[src/design/clm_pkg.sv]
// Package for the cyclic list match block: sizes, payload structs,
// controller states and the command/status structs between controller and datapath.
// No dependencies.
`timescale 1ns / 1ps

package clm_pkg;

    localparam int MAX_VERTS  = 16;
    localparam int HANDLE_W   = 32;
    localparam int ROT_W      = 4;
    localparam int IDX_W      = (MAX_VERTS > 1) ? $clog2(MAX_VERTS) : 1;
    localparam int CNT_W      = $clog2(MAX_VERTS + 1);

    typedef struct packed {
        logic signed [HANDLE_W-1:0] first_handle;
        logic signed [HANDLE_W-1:0] second_handle;
        logic                       last;
    } t_req;

    typedef struct packed {
        logic             matched;
        logic             reversed;
        logic [ROT_W-1:0] rotation;
        logic             overflow;
    } t_result;

    typedef enum logic [2:0] {
        S_LOAD,
        S_DECIDE,
        S_SRCH_RD,
        S_SRCH_CMP,
        S_FWD_RD,
        S_FWD_CMP,
        S_REV_RD,
        S_REV_CMP
    } t_state;

    // controller -> datapath
    typedef struct packed {
        logic load;       // store the current request
        logic srch_init;  // start the search at entry 0
        logic srch_next;  // step the search
        logic fwd_init;   // latch offset, start forward compare
        logic fwd_next;   // step forward compare
        logic rev_init;   // start reverse compare
        logic rev_next;   // step reverse compare
        logic emit;       // publish a result
        logic hit;
        logic rev;
        logic pair;       // rotation comes from rev, not from the offset
    } t_cmd;

    // datapath -> controller
    typedef struct packed {
        logic too_long;
        logic n_one;
        logic n_two;
        logic pair_fwd;
        logic pair_rev;
        logic eq_b_a0;
        logic eq_ab;
        logic i_last;
        logic j_last;
    } t_stat;

endpackage

[src/design/clm_dp.sv]
// Datapath of the cyclic list match block: list memories, pair count,
// compare indexes, offset and result register. Uses clm_pkg.
`timescale 1ns / 1ps

module clm_dp (
    input  logic             i_clk,
    input  logic             i_rst_n,
    input  clm_pkg::t_req    i_req,
    input  clm_pkg::t_cmd    i_cmd,
    output clm_pkg::t_stat   o_stat,
    output logic             o_valid,
    output clm_pkg::t_result o_result
);
    import clm_pkg::*;

    logic [HANDLE_W-1:0] r_mem_a [MAX_VERTS];
    logic [HANDLE_W-1:0] r_mem_b [MAX_VERTS];
    logic [HANDLE_W-1:0] r_ra, r_rb;
    logic [HANDLE_W-1:0] r_a0, r_a1, r_b0, r_b1;
    logic [CNT_W-1:0]    r_cnt;
    logic                r_too_long;
    logic [IDX_W-1:0]    r_i, r_j, r_off;
    logic                r_out_valid;
    t_result             r_out;

    logic [IDX_W-1:0]    last_idx;
    logic [IDX_W-1:0]    j_inc, j_dec, off_dec;
    logic                room;

    assign room     = (r_cnt < CNT_W'(MAX_VERTS));
    assign last_idx = IDX_W'(r_cnt - CNT_W'(1));
    assign j_inc    = (r_j == last_idx) ? '0 : r_j + IDX_W'(1);
    assign j_dec    = (r_j == '0) ? last_idx : r_j - IDX_W'(1);
    // reverse compare starts one place before the found entry
    assign off_dec  = (r_j == '0) ? last_idx : r_j - IDX_W'(1);

    // write incoming pairs while there is room
    always_ff @(posedge i_clk) begin
        if (i_cmd.load && room) begin
            r_mem_a[r_cnt[IDX_W-1:0]] <= i_req.first_handle;
            r_mem_b[r_cnt[IDX_W-1:0]] <= i_req.second_handle;
        end
    end

    // registered reads, always at the current indexes
    always_ff @(posedge i_clk) begin
        r_ra <= r_mem_a[r_i];
        r_rb <= r_mem_b[r_j];
    end

    // keep the first two pairs for the head compare and the two-entry case
    always_ff @(posedge i_clk) begin
        if (i_cmd.load && r_cnt == CNT_W'(0)) begin
            r_a0 <= i_req.first_handle;
            r_b0 <= i_req.second_handle;
        end
        if (i_cmd.load && r_cnt == CNT_W'(1)) begin
            r_a1 <= i_req.first_handle;
            r_b1 <= i_req.second_handle;
        end
    end

    // pair count and overflow flag; clear on each result
    always_ff @(posedge i_clk) begin
        if (!i_rst_n) begin
            r_cnt      <= '0;
            r_too_long <= 1'b0;
        end else if (i_cmd.emit) begin
            r_cnt      <= '0;
            r_too_long <= 1'b0;
        end else if (i_cmd.load) begin
            if (room) begin
                r_cnt <= r_cnt + CNT_W'(1);
            end else begin
                r_too_long <= 1'b1;
            end
        end
    end

    // advance compare indexes
    always_ff @(posedge i_clk) begin
        if (!i_rst_n) begin
            r_i   <= '0;
            r_j   <= '0;
            r_off <= '0;
        end else if (i_cmd.srch_init) begin
            r_i <= '0;
            r_j <= '0;
        end else if (i_cmd.srch_next) begin
            r_j <= r_j + IDX_W'(1);
        end else if (i_cmd.fwd_init) begin
            r_off <= r_j;
            r_i   <= IDX_W'(1);
            r_j   <= j_inc;
        end else if (i_cmd.fwd_next) begin
            r_i <= r_i + IDX_W'(1);
            r_j <= j_inc;
        end else if (i_cmd.rev_init) begin
            r_i <= IDX_W'(1);
            r_j <= (r_off == '0) ? last_idx : r_off - IDX_W'(1);
        end else if (i_cmd.rev_next) begin
            r_i <= r_i + IDX_W'(1);
            r_j <= j_dec;
        end
    end

    // result register: shown for exactly one cycle
    always_ff @(posedge i_clk) begin
        if (!i_rst_n) begin
            r_out_valid <= 1'b0;
        end else begin
            r_out_valid <= i_cmd.emit;
        end
    end

    always_ff @(posedge i_clk) begin
        if (i_cmd.emit) begin
            r_out.matched  <= i_cmd.hit;
            r_out.reversed <= i_cmd.hit & i_cmd.rev;
            r_out.overflow <= r_too_long;
            if (!i_cmd.hit) begin
                r_out.rotation <= '0;
            end else if (i_cmd.pair) begin
                r_out.rotation <= ROT_W'(i_cmd.rev);
            end else begin
                r_out.rotation <= ROT_W'(r_off);
            end
        end
    end

    // status toward the controller
    always_comb begin
        o_stat.too_long = r_too_long;
        o_stat.n_one    = (r_cnt == CNT_W'(1));
        o_stat.n_two    = (r_cnt == CNT_W'(2));
        o_stat.pair_fwd = (r_a0 == r_b0) && (r_a1 == r_b1);
        o_stat.pair_rev = (r_a0 == r_b1) && (r_a1 == r_b0);
        o_stat.eq_b_a0  = (r_rb == r_a0);
        o_stat.eq_ab    = (r_ra == r_rb);
        o_stat.i_last   = (r_i == last_idx);
        o_stat.j_last   = (r_j == last_idx);
    end

    assign o_valid  = r_out_valid;
    assign o_result = r_out;

    // off_dec mirrors the reverse start; keep both forms consistent
    a_rev_start: assert property (@(posedge i_clk) disable iff (!i_rst_n)
        i_cmd.rev_init && r_j == r_off |-> ##1 r_j == $past(off_dec))
        else $error("reverse compare start index wrong");

    a_one_shot: assert property (@(posedge i_clk) disable iff (!i_rst_n)
        r_out_valid |=> !r_out_valid)
        else $error("result strobe longer than one cycle");

    a_cnt_range: assert property (@(posedge i_clk) disable iff (!i_rst_n)
        r_cnt <= CNT_W'(MAX_VERTS))
        else $error("pair count beyond list depth");

    a_unmatched_zero: assert property (@(posedge i_clk) disable iff (!i_rst_n)
        r_out_valid && !r_out.matched |-> !r_out.reversed && r_out.rotation == '0)
        else $error("unmatched result carries direction or offset");

    a_overflow_nomatch: assert property (@(posedge i_clk) disable iff (!i_rst_n)
        r_out_valid && r_out.overflow |-> !r_out.matched)
        else $error("overflowed lists reported as matched");

endmodule

[src/design/clm_ctrl.sv]
// Controller of the cyclic list match block: loads pairs, then sequences
// the head search, forward compare and reverse compare. Uses clm_pkg.
`timescale 1ns / 1ps

module clm_ctrl (
    input  logic           i_clk,
    input  logic           i_rst_n,
    input  logic           i_start,
    input  logic           i_last,
    input  clm_pkg::t_stat i_stat,
    output clm_pkg::t_cmd  o_cmd,
    output logic           o_busy
);
    import clm_pkg::*;

    t_state r_state, n_state;

    always_ff @(posedge i_clk) begin
        if (!i_rst_n) begin
            r_state <= S_LOAD;
        end else begin
            r_state <= n_state;
        end
    end

    // next state
    always_comb begin
        n_state = r_state;
        unique case (r_state)
            S_LOAD: begin
                if (i_start && i_last) n_state = S_DECIDE;
            end
            S_DECIDE: begin
                if (i_stat.too_long || i_stat.n_two) n_state = S_LOAD;
                else                                 n_state = S_SRCH_RD;
            end
            S_SRCH_RD: n_state = S_SRCH_CMP;
            S_SRCH_CMP: begin
                if (i_stat.eq_b_a0) n_state = i_stat.n_one ? S_LOAD : S_FWD_RD;
                else if (i_stat.j_last) n_state = S_LOAD;
                else n_state = S_SRCH_RD;
            end
            S_FWD_RD: n_state = S_FWD_CMP;
            S_FWD_CMP: begin
                if (!i_stat.eq_ab) n_state = S_REV_RD;
                else if (i_stat.i_last) n_state = S_LOAD;
                else n_state = S_FWD_RD;
            end
            S_REV_RD: n_state = S_REV_CMP;
            S_REV_CMP: begin
                if (!i_stat.eq_ab || i_stat.i_last) n_state = S_LOAD;
                else n_state = S_REV_RD;
            end
            default: n_state = S_LOAD;
        endcase
    end

    // commands
    always_comb begin
        o_cmd = '0;
        unique case (r_state)
            S_LOAD: begin
                o_cmd.load = i_start;
            end
            S_DECIDE: begin
                if (i_stat.too_long) begin
                    o_cmd.emit = 1'b1;
                end else if (i_stat.n_two) begin
                    o_cmd.emit = 1'b1;
                    o_cmd.pair = 1'b1;
                    o_cmd.hit  = i_stat.pair_fwd | i_stat.pair_rev;
                    o_cmd.rev  = ~i_stat.pair_fwd;
                end else begin
                    o_cmd.srch_init = 1'b1;
                end
            end
            S_SRCH_RD: ;
            S_SRCH_CMP: begin
                if (i_stat.eq_b_a0) begin
                    if (i_stat.n_one) begin
                        // single entry: equal heads match forward at offset 0
                        o_cmd.emit = 1'b1;
                        o_cmd.hit  = 1'b1;
                        o_cmd.pair = 1'b1;
                    end else begin
                        o_cmd.fwd_init = 1'b1;
                    end
                end else if (i_stat.j_last) begin
                    o_cmd.emit = 1'b1;
                end else begin
                    o_cmd.srch_next = 1'b1;
                end
            end
            S_FWD_RD: ;
            S_FWD_CMP: begin
                if (!i_stat.eq_ab) begin
                    o_cmd.rev_init = 1'b1;
                end else if (i_stat.i_last) begin
                    o_cmd.emit = 1'b1;
                    o_cmd.hit  = 1'b1;
                end else begin
                    o_cmd.fwd_next = 1'b1;
                end
            end
            S_REV_RD: ;
            S_REV_CMP: begin
                if (!i_stat.eq_ab) begin
                    o_cmd.emit = 1'b1;
                end else if (i_stat.i_last) begin
                    o_cmd.emit = 1'b1;
                    o_cmd.hit  = 1'b1;
                    o_cmd.rev  = 1'b1;
                end else begin
                    o_cmd.rev_next = 1'b1;
                end
            end
            default: ;
        endcase
    end

    assign o_busy = (r_state != S_LOAD);

    a_emit_to_load: assert property (@(posedge i_clk) disable iff (!i_rst_n)
        o_cmd.emit |=> r_state == S_LOAD)
        else $error("controller not idle after a result");

    a_load_idle: assert property (@(posedge i_clk) disable iff (!i_rst_n)
        o_cmd.load |-> !o_busy)
        else $error("request stored while busy");

    a_one_step: assert property (@(posedge i_clk) disable iff (!i_rst_n)
        $countones({o_cmd.srch_init, o_cmd.srch_next, o_cmd.fwd_init, o_cmd.fwd_next,
                    o_cmd.rev_init, o_cmd.rev_next, o_cmd.emit}) <= 1)
        else $error("more than one datapath step at once");

endmodule

[src/design/cyclic_list_match.sv]
// Top level of the cyclic list match block: controller plus datapath.
// Depends on clm_pkg, clm_ctrl and clm_dp.
`timescale 1ns / 1ps
//
// Usage:
//   Drive one pair of handles per request on i_req with start high; a request
//   is taken at a rising edge where start is high and busy is low. While the
//   list loads, busy stays low, so one pair goes in each cycle.
//   The request with last set ends both lists. busy then rises and, unless
//   the lists overflowed or hold two entries, the block searches the second
//   list for the first list's head, compares forward and, on failure, in reverse.
//   The result appears on o_result with o_valid high for exactly one cycle;
//   the receiver must take it then, it cannot stall the block.
//   Overflowed or two-entry lists get their result straight from the decide
//   state; otherwise each list lives in a memory with one registered read
//   port, so every compared entry passes a read state and then a compare
//   state, over the search and both compares.
//   Pairs past MAX_VERTS are dropped and flagged as overflow.
//   busy falls in the cycle the result is shown, so the next list may start
//   loading while the result is on the ports.
//   Reset (synchronous, active low) empties the lists and returns to loading.
//
module cyclic_list_match (
    input  logic             i_clk,
    input  logic             i_rst_n,
    input  logic             start,
    output logic             busy,
    input  clm_pkg::t_req    i_req,
    output logic             o_valid,
    output clm_pkg::t_result o_result
);
    import clm_pkg::*;

    t_cmd  cmd;
    t_stat stat;

    clm_ctrl u_ctrl (
        .i_clk   (i_clk),
        .i_rst_n (i_rst_n),
        .i_start (start),
        .i_last  (i_req.last),
        .i_stat  (stat),
        .o_cmd   (cmd),
        .o_busy  (busy)
    );

    clm_dp u_dp (
        .i_clk    (i_clk),
        .i_rst_n  (i_rst_n),
        .i_req    (i_req),
        .i_cmd    (cmd),
        .o_stat   (stat),
        .o_valid  (o_valid),
        .o_result (o_result)
    );

endmodule
[config.mk]
export PLATFORM = sky130hd
export DESIGN_NAME = cyclic_list_match
export DESIGN_NICKNAME = d
export VERILOG_FILES = /design/src/design/clm_pkg.sv /design/src/design/clm_dp.sv /design/src/design/clm_ctrl.sv /design/src/design/cyclic_list_match.sv
export SDC_FILE = /design/constraint.sdc
export NUM_CORES = 1
export LEC_CHECK = 0
export BUFFER_PORTS_ARGS = -buffer_cell sky130_fd_sc_hd__buf_2
export CELL_PAD_IN_SITES_DETAIL_PLACEMENT = 1
export CELL_PAD_IN_SITES_GLOBAL_PLACEMENT = 1
export CORE_MARGIN = 2
export CORE_UTILIZATION = 56
export DETAILED_ROUTE_END_ITERATION = 8
export PLACE_DENSITY = 0.75
export SLEW_MARGIN = 20
export SYNTH_ARGS = -nofsm -noshare
export SYNTH_HDL_FRONTEND = slang
export SYNTH_SLANG_ARGS = --single-unit
[constraint.sdc]
create_clock -name i_clk -period 7.1 [get_ports i_clk]
set_input_delay 0.355 -clock i_clk [delete_from_list [all_inputs] [get_ports i_clk]]
set_output_delay 0.355 -clock i_clk [all_outputs]
set_load 0.02 [all_outputs]
After elaboration in Yosys (flattened, before gate mapping)
Memory sizes are Yosys's and may differ from the RTL's. A register that Yosys moved wholly into a read port is not among the register bits.
Cells that the tools add are included.

storage, ports and cells
  flip-flop bits (word level) = 157
  latch bits = 0
  bits in writable memories = 1,024
  ROM bits = 0
  input bits = 68
  output and inout bits = 9
  logic and storage cells = 129
  memories = 2

cells by class
  add/sub/neg operators = 6
  $mul = 0
  div/mod/pow operators = 0
  $lt $le $gt $ge = 1
  eq/ne operators = 18
  shifts and indexed selects = 0
  mux-type cells = 55
  bitwise operators = 8
  reduce and logical (&&, ||, !) cells = 23

memories
  name          depth  bits a word  rd ports  clocked after Yosys merged registers in  write ports  RTL line      source
  u_dp.r_mem_a  16     32           1         1                                        1            clm_dp.sv:16  logic [HANDLE_W-1:0] r_mem_a [MAX_VERTS];
  u_dp.r_mem_b  16     32           1         1                                        1            clm_dp.sv:17  logic [HANDLE_W-1:0] r_mem_b [MAX_VERTS];

operators with widths
  cell                 count
  $eq 32x32->1         6
  $mux 4               13
  $mux 3               8
  $pmux 3 s8           1
  $mux 1               22
  $mux 2               8
  $eq 3x3->1 const B   4
  $sub 4x1->4 const B  3
  $add 4x1->4 const B  2
  $eq 4x4->1           2
  $logic_not 4->1      2
  $pmux 2 s4           1
  $eq 3x2->1 const B   2
  $logic_and 1x1->1    6
  $not 1->1            6
  $reduce_and 2->1     3
  $reduce_or 2->1      3
  $add 5x1->5 const B  1
  $eq 5x1->1 const B   1
  $eq 5x2->1 const B   1
  $logic_not 5->1      1
  $lt 5x5->1 const B   1
  $reduce_bool 5->1    1
  $pmux 1 s2           2
  10 further kinds     11

Logic depth before layout (Yosys ltp)
  depth in word-level cells = 10
  gate-level depth with buffers = 11
  mapped depth without buffers = 9

Hierarchy
A second synthesis with hierarchy kept.

second synthesis, totals
  cells, all modules = 2,119
  area, all modules = 47,678.2 um^2

by module, submodules not included
  module    times used  cells an instance  area each (um^2)  seq. area each (um^2)
  clm_dp    1           2,076              47,345.4          36,465.0
  clm_ctrl  1           43                 332.8             60.1

Worst setup path after synthesis
Ideal clock, no wire load.

  kind = reg-to-reg
  start point = register u_ctrl.r_state[1]
  end point = memory u_dp.r_mem_a[3][0] (enable)
  arrival time = 5.645 ns
  required time = 6.536 ns
  setup slack = 0.891 ns
  stages on the path, launching flop included = 7
  cells stage by stage = dfxtp_1 buf_2 nor3_1 nand2_1 nor2_1 nand2_1 nor3_1

on the way
  cells in the longest elaborated chain, start to end = 5

RTL lines
  what                          RTL line        source
  from (decl)                   clm_ctrl.sv:16  t_state r_state, n_state;
  from (signal assigned)        clm_ctrl.sv:22  r_state <= n_state;
  $logic_not 3->1               clm_ctrl.sv:61  unique case (r_state)
  $mux 1                        clm_ctrl.sv:61
  $logic_and 1x1->1             clm_dp.sv:39    if (i_cmd.load && room) begin
  $mux 1                        clm_dp.sv:39
  $mux 1 (not written as such)  clm_dp.sv:40    r_mem_a[r_cnt[IDX_W-1:0]] <= i_req.first_handle;
  to (decl)                     clm_dp.sv:16

Every way passes these cells.

Final worst setup path
  start point = register u_dp.r_a0[27]
  end point = register u_dp.r_j[0]

on the way
  cells in the longest elaborated chain, start to end = 5

RTL lines
  what                    RTL line        source
  from (decl)             clm_dp.sv:19    logic [HANDLE_W-1:0] r_a0, r_a1, r_b0, r_b1;
  from (signal assigned)  clm_dp.sv:54    r_a0 <= i_req.first_handle;
  $eq 32x32->1 *          clm_dp.sv:138   o_stat.eq_b_a0 = (r_rb == r_a0);
  $mux 1                  clm_ctrl.sv:79  if (i_stat.eq_b_a0) begin
  $mux 2 *                clm_ctrl.sv:61
  $mux 4                  clm_dp.sv:91    end else if (i_cmd.fwd_init) begin
  $mux 4                  clm_dp.sv:89    end else if (i_cmd.srch_next) begin
  to (signal assigned)    clm_dp.sv:90    r_j <= r_j + IDX_W'(1);
  to (signal assigned)    clm_dp.sv:94    r_j <= j_inc;
  to (signal assigned)    clm_dp.sv:97    r_j <= j_inc;
  to (decl)               clm_dp.sv:22    logic [IDX_W-1:0] r_i, r_j, r_off;

Mark *: on every way between the ends. The rest lies on a longest branch, timed or not.
A chain may end at the register's enable or synchronous reset.

==> summary.md <==
| Metric | Value |
|---|---|
| Power Dens Cells | ~300 mW/mm^2 |
| Root Buffer | clkbuf_16 |
| Hold path start | i_req[13] |
| Worst setup EP type | register |
| I/O pin cnt | between 70 and 80 |
| Nets | 2342 |
| Total grt overflow | 0 |
| Num rows | around 110 |
| Routed len/inst | ~34 um |
| CP Launch Point | u_dp.r_a0[27] |
| Routing usage on met2 | a little under half |
| Die ar. | approximately 0.087 sq mm |
| Slew @ Worst Pin | approximately 1.2 ns |
| Syn Inst Count | 2107 |
| Worst Hold Class | input pin to register |
| Final period util | a little under three fifths |
| CTS sink count | about 1200 |
| CTS Buf Count | 119 |
| Synthesized area per cell | between 20 and 25 sq um |
| Max Freq | 253.9 MHz |
| H-tree level count | 3 |
| Chip Width | ~290 um |
| Cell taking the most area after synthesis | edfxtp_1 |
| Vias/cell | about 6.4 |
| Worst Path Max Fanout | 10 |
| Syn_nets | between 2000 and 2500 |
| WHS | between 0.07 and 0.08 ns |
| Worst path arrival time | roughly 4.5 ns |
| Initial antenna violation count | 3 |
| Worst Skew | approximately 0.022 ns |
| Gr usage total | between 20% and 30% |
| Final WS setup | roughly 3.2 ns |
| First-pass GRT wire length | 172800 um |
| Setup violators final | 0 |
| Peak VDD IR | 0.0002307 V |
| P&R area growth vs syn | 12.60% |
| Netlist cell types | 53 |
| Crit Path Class | register to register |
| Yosys warnings | 0 |
| GRT Max-Usage Layer | met2 |
| Pre-CTS setup slack | 3.194 ns |
| Post-detail-place hpwl | ~70000 um |
| RSZ-0062 raised after global routing | false |
| Clock transition at path regs | roughly 0.06 ns |
| Clock Latency Late Sink | between 0.6 and 0.7 ns |
| Post-synth top cells | 1159 x edfxtp_1, 320 x mux4_2, 164 x xor2_1, 86 x dfxtp_1, 51 x clkbuf_1 |
| DRT Wirelength | ~120000 um |
| Slew HR | between 10% and 20% |
| Core area | about 0.084 sq mm |
| Share of the synthesized area in the top cell type | between 70% and 80% |
| Layout Utilization | roughly 64% |
| I/O Buffers | 76 |
| Pre-antenna DRT Iters | 5 |
| Pins over their slew limit | 0 |
| Fin Setup TNS | 0 ns |
| Vias in the first global route | 23700 |
| Seq/Total Area, Yosys | about 77% |
| CTS tree | yes |
| Ant diodes | 0 |
| Mapped Area | roughly 0.047 sq mm |
| Starting DRT DRC Count | between 2000 and 2500 |
| Largest net degree at the start of global routing | approximately 110 |
| Reg2reg setup slack | 3.16 ns |
| Hold Vio Cnt, Final | 0 |
| Startpoint Class | register |
| Run status | completed |
| Starting Density | 56.66% |
| Fillers | 6606 |
| Number of synthesized register bits | ~1200 |
| Die extent in y | 295.0 um |
| Reg2Reg Launch Point | u_dp.r_a0[27] |
| Via count of the routed design | 22290 |
| EDFF count, synth | approximately 1200 |
| Final min period | 3.939 ns |
| Ys async rst share | 0% |
| Met3 Resource Use GR | 3.563% |
| Synth area leaders | edfxtp_1 73%, mux4_2 15%, dfxtp_1 3.6%, xor2_1 3.0%, xnor2_1 0.74% |
| Main synth FF type | edfxtp_1 |
| Total Power | about 16000 uW |
| Worst EP required | approximately 7.7 ns |
| Top-count cell post-synth | edfxtp_1 |
| Leak | 0.01654 uW |
| GR Layer Usage met1 | just over 40% |
| Antenna viol nets, final | 0 |
| RePlAce Congestion | around 0.9 |
| Maximum root-to-sink buffer count | 3 |
| Max-cap violation count | 0 |
| DRC viols | 0 |
| Layout cell share with drive strength beyond 1 | approximately 27% |
stage by stage:
stage / cells / cell area [sq um]
3_3_place_gp: 3272 / 49320
6_report: 3502 / 53390
4_1_cts: 3501 / 53360
2_1_floorplan: 2107 / 47420
3_5_place_dp: 3274 / 49380
5_1_grt: 3502 / 53390
layout make-up:
class                   instances  area, sq um  share of cell area, %
multi-input cells             765        10630                  19.91
repair buffers                120        790.8                  1.481
clock inverters                65        729.5                  1.366
inverters                      14        52.55                0.09843
clock buffers                 159         3221                  6.032
flip-flops and latches       1245        36550                  68.45
well taps                    1134         1419                  2.658
critical path, stage by stage, from the launching register on:
cell	delay [ns]
edfxtp_1	0.44
xor2_1	0.23
nor4_1	0.93
nand4_1	0.51
or4b_1	0.82
and3b_1	0.37
or3_1	0.39
a31oi_1	0.15
kinds of logic after synthesis:
family / after synthesis / share of synthesized area (%)
flops: 1245 / 77.03
simple gates: 171 / 1.990
mux: 332 / 15.46
buf+inv: 97 / 0.8075
compound gates: 47 / 0.6149
xor+xnor: 206 / 3.863
fa+ha+maj: 9 / 0.2375
state kept, by name (all words and copies together), names as in the netlist:
| register | cells |
|---|---|
| u_dp.o_valid | 1 |
| u_dp.r_j | 4 |
| u_dp.o_result | 7 |
| u_dp.r_b1 | 32 |
| u_dp.r_ra | 32 |
| u_ctrl.r_state | 3 |
| u_dp.r_rb | 32 |
| u_dp.r_mem_a | 512 |
| u_dp.r_i | 4 |
| u_dp.r_mem_b | 512 |
| u_dp.r_a1 | 32 |
| u_dp.r_off | 4 |
| u_dp.r_a0 | 32 |
| u_dp.r_too_long | 1 |
| u_dp.r_b0 | 32 |
| u_dp.r_cnt | 5 |
layer usage:
layer  wire length (um)  part of all wire [%]
met5                 13                 0.011
met1              49590                    42
met4               2439                   2.1
met2              59610                    50
met3               7151                   6.0
report_power, final:
| group | internal [uW] | switching, uW | total (uW) |
|---|---|---|---|
| clock | 3690 | 2700 | 6390 |
| combinational | 329 | 652 | 982 |
| sequential | 8310 | 205 | 8520 |
layout by cell type (no fill, tap or decap), types with 3 or more instances in the layout:
cell type | netlist | routed
xor2_1 | 164 | 164
nor3_2 | 0 | 5
dfxtp_4 | 0 | 4
nor2_1 | 45 | 32
dfxtp_2 | 0 | 4
dlygate4sd3_1 | 0 | 3
nand2_1 | 14 | 14
clkinv_1 | 0 | 20
ha_1 | 9 | 9
or3_1 | 6 | 6
clkbuf_8 | 0 | 5
dfxtp_1 | 86 | 78
a31oi_1 | 5 | 5
buf_4 | 0 | 35
mux4_2 | 320 | 320
clkinv_8 | 0 | 3
nor4_1 | 44 | 44
clkinv_2 | 0 | 20
edfxtp_1 | 1159 | 1159
and2_1 | 5 | 5
mux2i_1 | 11 | 11
nor3_1 | 13 | 8
o22ai_1 | 3 | 3
clkinvlp_4 | 0 | 5
nand3_1 | 4 | 4
bufinv_16 | 0 | 14
buf_2 | 3 | 76
a21oi_1 | 17 | 17
clkbuf_16 | 0 | 121
xnor2_1 | 40 | 40
nand4_1 | 19 | 19
o21ai_0 | 6 | 6
nand2b_1 | 7 | 7
clkbuf_1 | 51 | 33
inv_1 | 14 | 14
nor2_4 | 0 | 13
path summary, 6_finish.rpt:
kind	end	cells past startpoint
setup reg to reg	u_dp.r_j[0]	7
hold / removal	u_dp.r_mem_b[9][12]	1
hold reg to reg	u_dp.r_off[0]	2
setup / recovery	u_dp.r_j[0]	7
timing repair:
item	4_1_cts	5_1_grt
endpoints found under the hold margin	3	0
gates resized for setup	0	0
hold buffers	3	0
setup buffers	0	0
(Power assumes the default switching activity.)
